--- src/hw/rtl/text_console_character_engine_macros.svh ---
// ----------------------------------------------------------------------------
// Text console character engine: assertion macros
// Shared concurrent assertion forms used by the console top level.
// ----------------------------------------------------------------------------
`ifndef TEXT_CONSOLE_CHARACTER_ENGINE_MACROS_SVH
`define TEXT_CONSOLE_CHARACTER_ENGINE_MACROS_SVH

// same-cycle implication
`define TCCE_ASSERT_SAME(label, clk, rstn, ante, cons, msg) \
    label: assert property (@(posedge clk) disable iff (!(rstn)) (ante) |-> (cons)) \
        else $error(msg);

// next-cycle implication
`define TCCE_ASSERT_NEXT(label, clk, rstn, ante, cons, msg) \
    label: assert property (@(posedge clk) disable iff (!(rstn)) (ante) |=> (cons)) \
        else $error(msg);

`endif

--- src/hw/rtl/tcce_pkg.sv ---
// ----------------------------------------------------------------------------
// Text console character engine package
// Command codes, character codes, sequencer states and the control structs
// passed between the cursor unit, the screen store and the top level.
// ----------------------------------------------------------------------------
package tcce_pkg;

    typedef enum logic [1:0] {
        CMD_PUT   = 2'd0,
        CMD_GOTO  = 2'd1,
        CMD_CLEAR = 2'd2,
        CMD_READ  = 2'd3
    } cmd_t;

    localparam logic [7:0] CH_BS    = 8'h08;
    localparam logic [7:0] CH_TAB   = 8'h09;
    localparam logic [7:0] CH_LF    = 8'h0A;
    localparam logic [7:0] CH_CR    = 8'h0D;
    localparam logic [7:0] CH_SPACE = 8'h20;

    typedef enum logic [1:0] {
        ST_INIT,
        ST_IDLE,
        ST_FILL,
        ST_SCROLL
    } store_state_t;

    // request to the screen store, valid for one cycle
    typedef struct packed {
        logic        wr;
        logic        rd;
        logic        fill;
        logic        scroll;
        logic [15:0] wdata;
        logic [7:0]  fill_attr;
    } store_req_t;

    // what a put-character does to the store
    typedef struct packed {
        logic write;
        logic scroll;
    } put_stat_t;

endpackage

--- src/hw/rtl/tcce_cursor.sv ---
// ----------------------------------------------------------------------------
// Text console cursor unit
// Holds the cursor and works out its next position for put, go-to and clear.
// ----------------------------------------------------------------------------
module tcce_cursor #(
    parameter int COLUMNS   = 80,
    parameter int ROWS      = 25,
    parameter int TAB_WIDTH = 8,
    localparam int CW  = $clog2(COLUMNS),
    localparam int RW  = $clog2(ROWS),
    localparam int AW  = $clog2(COLUMNS * ROWS)
) (
    input  logic                aclk,
    input  logic                aresetn,
    input  logic                apply,
    input  tcce_pkg::cmd_t      cmd,
    input  logic [7:0]          char_code,
    input  logic [6:0]          col,
    input  logic [4:0]          row,
    output logic [CW-1:0]       cur_col,
    output logic [RW-1:0]       cur_row,
    output logic [AW-1:0]       cur_loc,
    output tcce_pkg::put_stat_t put_stat
);

    localparam int NCW = $clog2(COLUMNS + TAB_WIDTH);
    localparam logic [7:0] COLS_LIM = 8'(COLUMNS);
    localparam logic [6:0] ROWS_LIM = 7'(ROWS);

    logic [CW-1:0]  cur_col_reg, cur_col_next;
    logic [RW-1:0]  cur_row_reg, cur_row_next;
    logic [NCW-1:0] tab_stop [COLUMNS];
    logic [CW-1:0]  put_col;
    logic [RW-1:0]  put_row;

    // next tab stop for every column
    for (genvar c = 0; c < COLUMNS; c++) begin : g_tab
        assign tab_stop[c] = NCW'((c / TAB_WIDTH + 1) * TAB_WIDTH);
    end

    always_comb begin
        logic [NCW-1:0] pc;
        logic [RW:0]    pr;
        pc = NCW'(cur_col_reg);
        pr = (RW+1)'(cur_row_reg);
        put_stat = '0;
        priority if (char_code == tcce_pkg::CH_BS) begin
            if (cur_col_reg != '0) begin
                pc = NCW'(cur_col_reg - CW'(1));
            end
        end else if (char_code == tcce_pkg::CH_TAB) begin
            pc = tab_stop[cur_col_reg];
        end else if (char_code == tcce_pkg::CH_CR) begin
            pc = '0;
        end else if (char_code == tcce_pkg::CH_LF) begin
            pc = '0;
            pr = pr + (RW+1)'(1);
        end else if (char_code >= tcce_pkg::CH_SPACE) begin
            put_stat.write = 1'b1;
            pc = NCW'(cur_col_reg) + NCW'(1);
        end else begin
            pc = NCW'(cur_col_reg);
        end
        // wrap
        if (pc >= NCW'(COLUMNS)) begin
            pc = '0;
            pr = pr + (RW+1)'(1);
        end
        // scroll at the bottom
        if (pr >= (RW+1)'(ROWS)) begin
            put_stat.scroll = 1'b1;
            pr = (RW+1)'(ROWS - 1);
        end
        put_col = CW'(pc);
        put_row = RW'(pr);
    end

    always_comb begin
        cur_col_next = cur_col_reg;
        cur_row_next = cur_row_reg;
        if (apply) begin
            unique case (cmd)
                tcce_pkg::CMD_PUT: begin
                    cur_col_next = put_col;
                    cur_row_next = put_row;
                end
                tcce_pkg::CMD_GOTO: begin
                    if ({1'b0, col} < COLS_LIM) begin
                        cur_col_next = CW'(col);
                    end
                    if ({2'b0, row} < ROWS_LIM) begin
                        cur_row_next = RW'(row);
                    end
                end
                tcce_pkg::CMD_CLEAR: begin
                    cur_col_next = '0;
                    cur_row_next = '0;
                end
                tcce_pkg::CMD_READ: begin
                    cur_col_next = cur_col_reg;
                    cur_row_next = cur_row_reg;
                end
                default: begin
                    cur_col_next = cur_col_reg;
                    cur_row_next = cur_row_reg;
                end
            endcase
        end
    end

    always_ff @(posedge aclk) begin
        if (!aresetn) begin
            cur_col_reg <= '0;
            cur_row_reg <= '0;
        end else begin
            cur_col_reg <= cur_col_next;
            cur_row_reg <= cur_row_next;
        end
    end

    assign cur_col = cur_col_reg;
    assign cur_row = cur_row_reg;
    assign cur_loc = AW'(cur_row_reg) * AW'(COLUMNS) + AW'(cur_col_reg);

endmodule

--- config.mk ---
export PLATFORM = sky130hd
export DESIGN_NAME = tcce_cursor
export DESIGN_NICKNAME = d
export VERILOG_FILES = /design/src/hw/rtl/text_console_character_engine_macros.svh /design/src/hw/rtl/tcce_pkg.sv /design/src/hw/rtl/tcce_cursor.sv
export SDC_FILE = /design/constraint.sdc
export NUM_CORES = 1
export LEC_CHECK = 0
export ABC_AREA = 1
export BUFFER_PORTS_ARGS = -buffer_cell sky130_fd_sc_hd__buf_2
export CAP_MARGIN = 5
export CORE_MARGIN = 2
export CORE_UTILIZATION = 54
export DETAILED_ROUTE_END_ITERATION = 12
export GPL_TIMING_DRIVEN = 0
export PLACE_DENSITY = 0.82
export SYNTH_ARGS = -nofsm -noshare
export SYNTH_HDL_FRONTEND = slang
export SYNTH_SLANG_ARGS = --single-unit
--- constraint.sdc ---
create_clock -name aclk -period 2.75 [get_ports aclk]
set_input_delay 0.55 -clock aclk [delete_from_list [all_inputs] [get_ports aclk]]
set_output_delay 0.55 -clock aclk [all_outputs]
set_load 0.1 [all_outputs]
==> flow_metrics.tcl, run 1 <==
set metrics [dict create \
    status "finished, violations left" \
    violations "setup timing" \
    drt-pass1-iter-count 10 \
    min_from "col[0]" \
    min_to "cur_col[0]" \
    grt_max_degree 11 \
    fin_skew_ps 2.71 \
    grt_pass1_vias 2160 \
    post-route-worst-setup-slack_ps -489 \
    drc_errors 0 \
    clkLatencyLatePin_ps 290 \
    place_area_um2 2500 \
    ys_ff_latch 12 \
    row_count 21 \
    synth.distinct_cells 32 \
    grtUsageMet1_pct 36.3 \
    place.gp.congestion 0.868 \
    leakage_nw 1.57 \
    die_area_um2 4120 \
    min_path_cells 3 \
    powerDensity_nw_per_um2 381 \
    netlist.area_leader.share_pct 13.4 \
    fin_area_um2 3240 \
    via_per_inst 6.90 \
    grt_overflow 0 \
    max_freq_ghz 0.309 \
    cts_sinks 12 \
    avgSynthCellArea_um2 6.40 \
    synth_ff_type "dfxtp_1" \
    arrival_ps 2690 \
    synth.most_common_cell "nand2_1" \
    synth_commonest_cells "nand2_1, inv_1, nand3_1" \
    synth_area_leaders "nand2_1, ha_1, dfxtp_1" \
    yosys_warnings 0 \
    io_pins 50 \
    drt_iter0_drc 547 \
    largest_register_ffs 7 \
    cpMaxStageDelayCell "dfxtp_4" \
    diodes 0 \
    grt_util_met2_pct 51.8 \
    hold_viol 0 \
    wirelength_mm 10.6 \
    clk_pin_slew_ps 80 \
    cts_tree "built" \
    final_util_pct 94.7 \
    path_class "flip-flop to output port" \
    drtAntennaViolNets 0 \
    port_buffers 49 \
    synth_top_area_cell "nand2_1" \
    ys_async_sr_fraction_pct 0 \
    ff2ff_path_depth 21 \
    cts-root-buf "clkbuf_4" \
    r2r_start "cur_col[4]" \
    core_area_um2 3420 \
    syn_area_um2 1960 \
    grt_pass1_wl_mm 9.56 \
    drive_above_1_share_pct 50.9 \
    timing.rr.end "cur_row[1]" \
    slew-limit-headroom_pct 53.0 \
    syn_inst 306 \
    die_y_um 64.2 \
    area_growth_syn_to_layout_pct 65.2 \
    track_usage_pct 28.8 \
    critPathMaxStageDelay_ps 440 \
    crit_chain "inv_4 -> ha_1 -> nand2_1 -> o21ai_0 -> nand2_1 -> nand2_1 -> inv_1 -> nand2_2 -> inv_2 -> nand2_4 -> nand2_8 -> nand2_2 -> nand2_1 -> inv_1 -> nand3_2 -> nand3_4 -> nand2_8 -> buf_12" \
    r2r_slack_ps -90 \
    setup_viol 10 \
    start_util_pct 57.3 \
    fin_crit_ps 3240 \
    irDropWorstVdd_mv 0.370 \
    avgRoutedWirePerCell_um 23.8 \
    dp_hpwl_mm 3.96 \
    nets 449 \
    required_ps 2200 \
    startpoint_type "flip-flop" \
    drv_slew 0 \
    htreeDepth 1 \
    synth_edf_count 0 \
    final.setup.tns_ps -1040 \
    seq_area_frac_synth_pct 12.3 \
    max_cap_violations 0 \
    grt-busiest-layer "met2" \
    syn-num-nets 353 \
    via_count 3084 \
    die_w_um 64.2 \
    hold_buffers 0 \
    use_met3_pct 2.11 \
    cts_made_buffers 3 \
    clk_path_buf_depth 2 \
    fin_hold_ws_ps 590 \
    rsz0062_at_grt "yes" \
    worstPathMaxFanout 8 \
    antenna_found_initial 0 \
    worst_slew_pin_slew_ps 702 \
    crit_top_cell "nand2_1" \
    finalCritPeriodShare_pct 118 \
    end_kind "output port" \
    holdCritPathClass "input pin to flip-flop" \
]
[stage by stage]
stage | cells | total power, W | setup slack (ps)
3_3_place_gp | 401 | 0.000864 | -547
6_report | 447 | 0.00123 | -489
3_5_place_dp | 401 | 0.000874 | -569
4_1_cts | 419 | 0.00104 | -107
2_1_floorplan | 306 | 0.000763 | -178
5_1_grt | 447 | 0.00125 | -659
[cell families after synthesis]
group	synth area share (%)
compound gates	15.7
xor+xnor	7.60
buf+inv	10.5
flops	12.3
simple gates	39.0
fa+ha+maj	14.8
[repair_timing]
action | 4_1_cts | 5_1_grt
pin swaps | 14 | 32
gates resized for setup | 43 | 48
buffers inserted | 14 | 28
endpoints found under the setup margin | 4 | 5
endpoints found under the hold margin | 0 | 0
[area by class of cell]
type | instances | area, um2
multi-input cells | 244 | 1970
repair buffers | 91 | 678
flip-flops and latches | 12 | 280
inverters | 44 | 190
fillers | 97 | 180
well taps | 46 | 57.6
plain buffers | 6 | 37.5
clock buffers | 4 | 26.3
[power breakdown]
group | internal (W) | switching [W]
registers | 0.000188 | 0.0000409
clock network | 0.0000565 | 0.0000702
logic | 0.000264 | 0.000615
[critical path: cells and delay by family (launching register included)]
kind	cells	cell delay (ps)
simple gates	11	1020
buf+inv	5	450
flops	1	440
fa+ha+maj	1	290
compound gates	1	180
[layer usage]
layer	up-vias	routed length, um
met2	357	4730
met1	1385	3400
met5	-	0
met3	152	1270
li1	1190	-
met4	0	1250
[worst max path at each step]
stage,startpoint,to,slack (ps),cells past startpoint
floorplan,cur_row[3],cur_loc[10],-180,8
global placement,char_code[7],put_stat[0],-550,15
detailed placement,char_code[7],put_stat[0],-570,15
CTS,char_code[1],put_stat[0],-110,19
global route,char_code[0],put_stat[0],-660,18
finish,cur_col[4],put_stat[0],-490,18
[placed cells by master (no fill, tap or decap), types with 9 or more instances in the layout]
cell type	instances
nand2_1	59
buf_2	43
buf_4	40
inv_1	25
nand3_1	24
a21oi_1	21
nor2_1	16
o21ai_0	13
nor2_4	12
inv_2	11
nand2_2	11
dfxtp_4	10
ha_4	9
ha_1	9
Power figures use the tool's default switching activity.
==> run 2, diff against run 1 <==
--- a/config.mk
+++ b/config.mk
@@ -5,14 +5,14 @@
 export SDC_FILE = /design/constraint.sdc
 export NUM_CORES = 1
 export LEC_CHECK = 0
-export ABC_AREA = 1
+export ABC_AREA = 0
 export BUFFER_PORTS_ARGS = -buffer_cell sky130_fd_sc_hd__buf_2
 export CAP_MARGIN = 5
 export CORE_MARGIN = 2
-export CORE_UTILIZATION = 54
+export CORE_UTILIZATION = 56
 export DETAILED_ROUTE_END_ITERATION = 12
 export GPL_TIMING_DRIVEN = 0
-export PLACE_DENSITY = 0.82
+export PLACE_DENSITY = 0.83
 export SYNTH_ARGS = -nofsm -noshare
 export SYNTH_HDL_FRONTEND = slang
 export SYNTH_SLANG_ARGS = --single-unit
==> run 2 against run 1 <==
Utilization shrank 6.0 points; synthesized area grew 13%; design area increased by 2.6%; count of clock-buffer cells in the layout decreased by 1; worst setup slack worse by 240 ps; the run still ends with setup timing left; wire length down 16%; clock power increased by 41%; register-to-register slack improved by 140 ps; die area grew 8.4%; non-clock buffer count is the same; maximum frequency down 6.8%; sequential share of layout area shrank 0.15 points.
==> flow_metrics.tcl, run 2 <==
set metrics [dict create \
    ys_ff_latch 12 \
    drc_errors 0 \
    p_sw_w 0.000627 \
    p_seq_share_pct 17.7 \
    cts_made_buffers 3 \
    yosys_warnings 0 \
    r2r_slack_ps 50 \
    grt_pass1_vias 2604 \
    setup_viol 3 \
    ys_async_sr_fraction_pct 0 \
    clkPwrFrac_pct 15.3 \
    synthSimpleGateAreaFrac_pct 30.2 \
    drt_iter0_drc 476 \
    synth_mux_area_share_pct 0.904 \
    rsz0062_at_grt "yes" \
    syn-num-nets 340 \
    antenna_found_initial 0 \
    r2r_start "cur_row[1]" \
    required_ps 2200 \
    final_util_pct 88.7 \
    netlist.area_leader.share_pct 11.3 \
    critPathLaunch "char_code[6]" \
    drive_above_1_share_pct 47.8 \
    drtAntennaViolNets 0 \
    fin_skew_ps 2.95 \
    via_per_inst 7.02 \
    p_total_w 0.00117 \
    drv_slew 0 \
    place.gp.congestion 0.980 \
    diodes 0 \
    path_class "input pin to output port" \
    slew-limit-headroom_pct 56.3 \
    finalCritPeriodShare_pct 126 \
    drt-pass1-iter-count 5 \
    synth_top_area_cell "ha_1" \
    timing.rr.end "cur_row[1]" \
    min_to "cur_col[2]" \
    largest_register_ffs 7 \
    port_buffers 48 \
    cts_sinks 12 \
    clk_path_buf_depth 2 \
    row_count 22 \
    p_int_w 0.000545 \
    leakage_nw 1.38 \
    avgRoutedWirePerCell_um 21.3 \
    grt_max_degree 11 \
    min_from "col[2]" \
    syn_area_um2 2210 \
    min_path_cells 3 \
    cts_tree "built" \
    synth_commonest_cells "ha_1, a21oi_1, inv_1" \
    area_growth_syn_to_layout_pct 50.0 \
    synth_compound_area_share_pct 28.0 \
    avgSynthCellArea_um2 7.55 \
    htreeDepth 1 \
    arrival_ps 2930 \
    ff2ff_path_depth 9 \
    die_y_um 66.9 \
    start_util_pct 59.1 \
    hold_viol 0 \
    synth_edf_count 0 \
    status "finished, violations left" \
    clk_pin_slew_ps 60 \
    via_count 2948 \
    grt_overflow 0 \
    worstPathMaxFanout 6 \
    seq_area_frac_synth_pct 10.9 \
    holdCritPathClass "input pin to flip-flop" \
    io_pins 50 \
    die_area_um2 4470 \
    synthAdderAreaFrac_pct 13.1 \
    fin_crit_ps 3480 \
    irDropWorstVdd_mv 0.316 \
    fillers 178 \
    wirelength_mm 8.95 \
    track_usage_pct 35.5 \
    dp_hpwl_mm 4.76 \
    combPwrFrac_pct 67.1 \
    synth_top_family_by_area "simple AND/OR/NAND/NOR gates" \
    nets 420 \
    powerDensity_nw_per_um2 353 \
    core_area_um2 3740 \
    synth_area_leaders "ha_1, dfxtp_1, xnor2_1" \
    max_cap_violations 0 \
    clkLatencyLatePin_ps 250 \
    synth_xor_area_share_pct 6.33 \
    die_w_um 66.9 \
    cts-root-buf "clkbuf_8" \
    worst_slew_pin_slew_ps 648 \
    mostFrequentLayoutCells "buf_2, buf_4, a21oi_1, nor2_1, inv_1" \
    max_freq_ghz 0.288 \
    post-route-worst-setup-slack_ps -726 \
    synth_ff_type "dfxtp_1" \
    synth.distinct_cells 70 \
    p_sw_share_pct 53.5 \
    startpoint_type "input pin" \
    synth.most_common_cell "ha_1" \
    grt_pass1_wl_mm 12.1 \
    end_kind "output port" \
    syn_inst 293 \
    violations "setup timing" \
    final_common_cell "buf_2" \
]
[run 2: critical path, stage by stage]
cell	delay [ps]
buf_8	110
or4b_4	620
o31a_1	380
or2_2	360
o21ai_1	260
mux2i_2	140
a211o_4	330
buf_12	170
[run 2: final cells by class]
type                    instances  area (um2)  area share (%)
multi-input cells             239        2140            64.4
repair buffers                 78         551            16.6
flip-flops and latches         12         283            8.52
plain buffers                  19         158            4.75
inverters                      20        87.6            2.64
well taps                      48        60.1            1.81
clock buffers                   3        41.3            1.24
clock inverters                 1        3.75           0.113
[run 2: kinds of logic (layout without fill, tap and decap cells)]
kind of cell,count (synthesis),in the layout
compound gates,89,89
buf+inv,42,121
mux,2,2
xor+xnor,16,16
flops,12,12
simple gates,110,110
fa+ha+maj,22,22
[run 2: worst max-delay path by stage]
stage          cells after the start           to  slack, ps
6_report                           8  put_stat[0]       -730
5_1_grt                            9  put_stat[0]       -710
4_1_cts                           11  put_stat[0]       -600
3_5_place_dp                      10  put_stat[0]      -1120
3_3_place_gp                      10  put_stat[0]      -1110
2_1_floorplan                     10  put_stat[0]       -510
[run 2: timing repair]
| action | CTS | global route |
|---|---|---|
| gates cloned | 0 | 1 |
| setup buffers | 13 | 16 |
| setup endpoints to repair | 6 | 9 |
| pin swaps | 16 | 20 |
| hold buffers | 0 | 0 |
| resized for setup | 58 | 23 |
[run 2: power groups by stage]
stage | clock, W | sequential (W) | combinational, W
2_1_floorplan | 0 | 0.000298 | 0.000442
3_3_place_gp | 0 | 0.000209 | 0.000637
3_5_place_dp | 0 | 0.000209 | 0.000642
4_1_cts | 0.000175 | 0.000204 | 0.000699
5_1_grt | 0.000186 | 0.000208 | 0.000819
6_report | 0.000179 | 0.000207 | 0.000786
[run 2: routing by layer]
| layer | wire length [um] | up-vias | global-route usage (%) |
|---|---|---|---|
| met4 | 613 | 0 | 16.6 |
| li1 | - | 1250 | - |
| met2 | 4020 | 299 | 60.3 |
| met5 | 0 | - | 0 |
| met1 | 3160 | 1302 | 43.9 |
| met3 | 1160 | 97 | 5.07 |
[run 2: metrics by stage]
stage | instances | setup WS, ps | hold WS [ps] | cell area (um2) | setup TNS (ps)
after CTS | 404 | -604 | 557 | 3120 | -1010
after global routing | 420 | -715 | 566 | 3320 | -1380
after floorplan | 293 | -509 | 653 | 2440 | -1190
after detailed placement | 389 | -1120 | 552 | 2740 | -2960
after global placement | 389 | -1110 | 548 | 2740 | -2850
final | 420 | -726 | 558 | 3320 | -1170
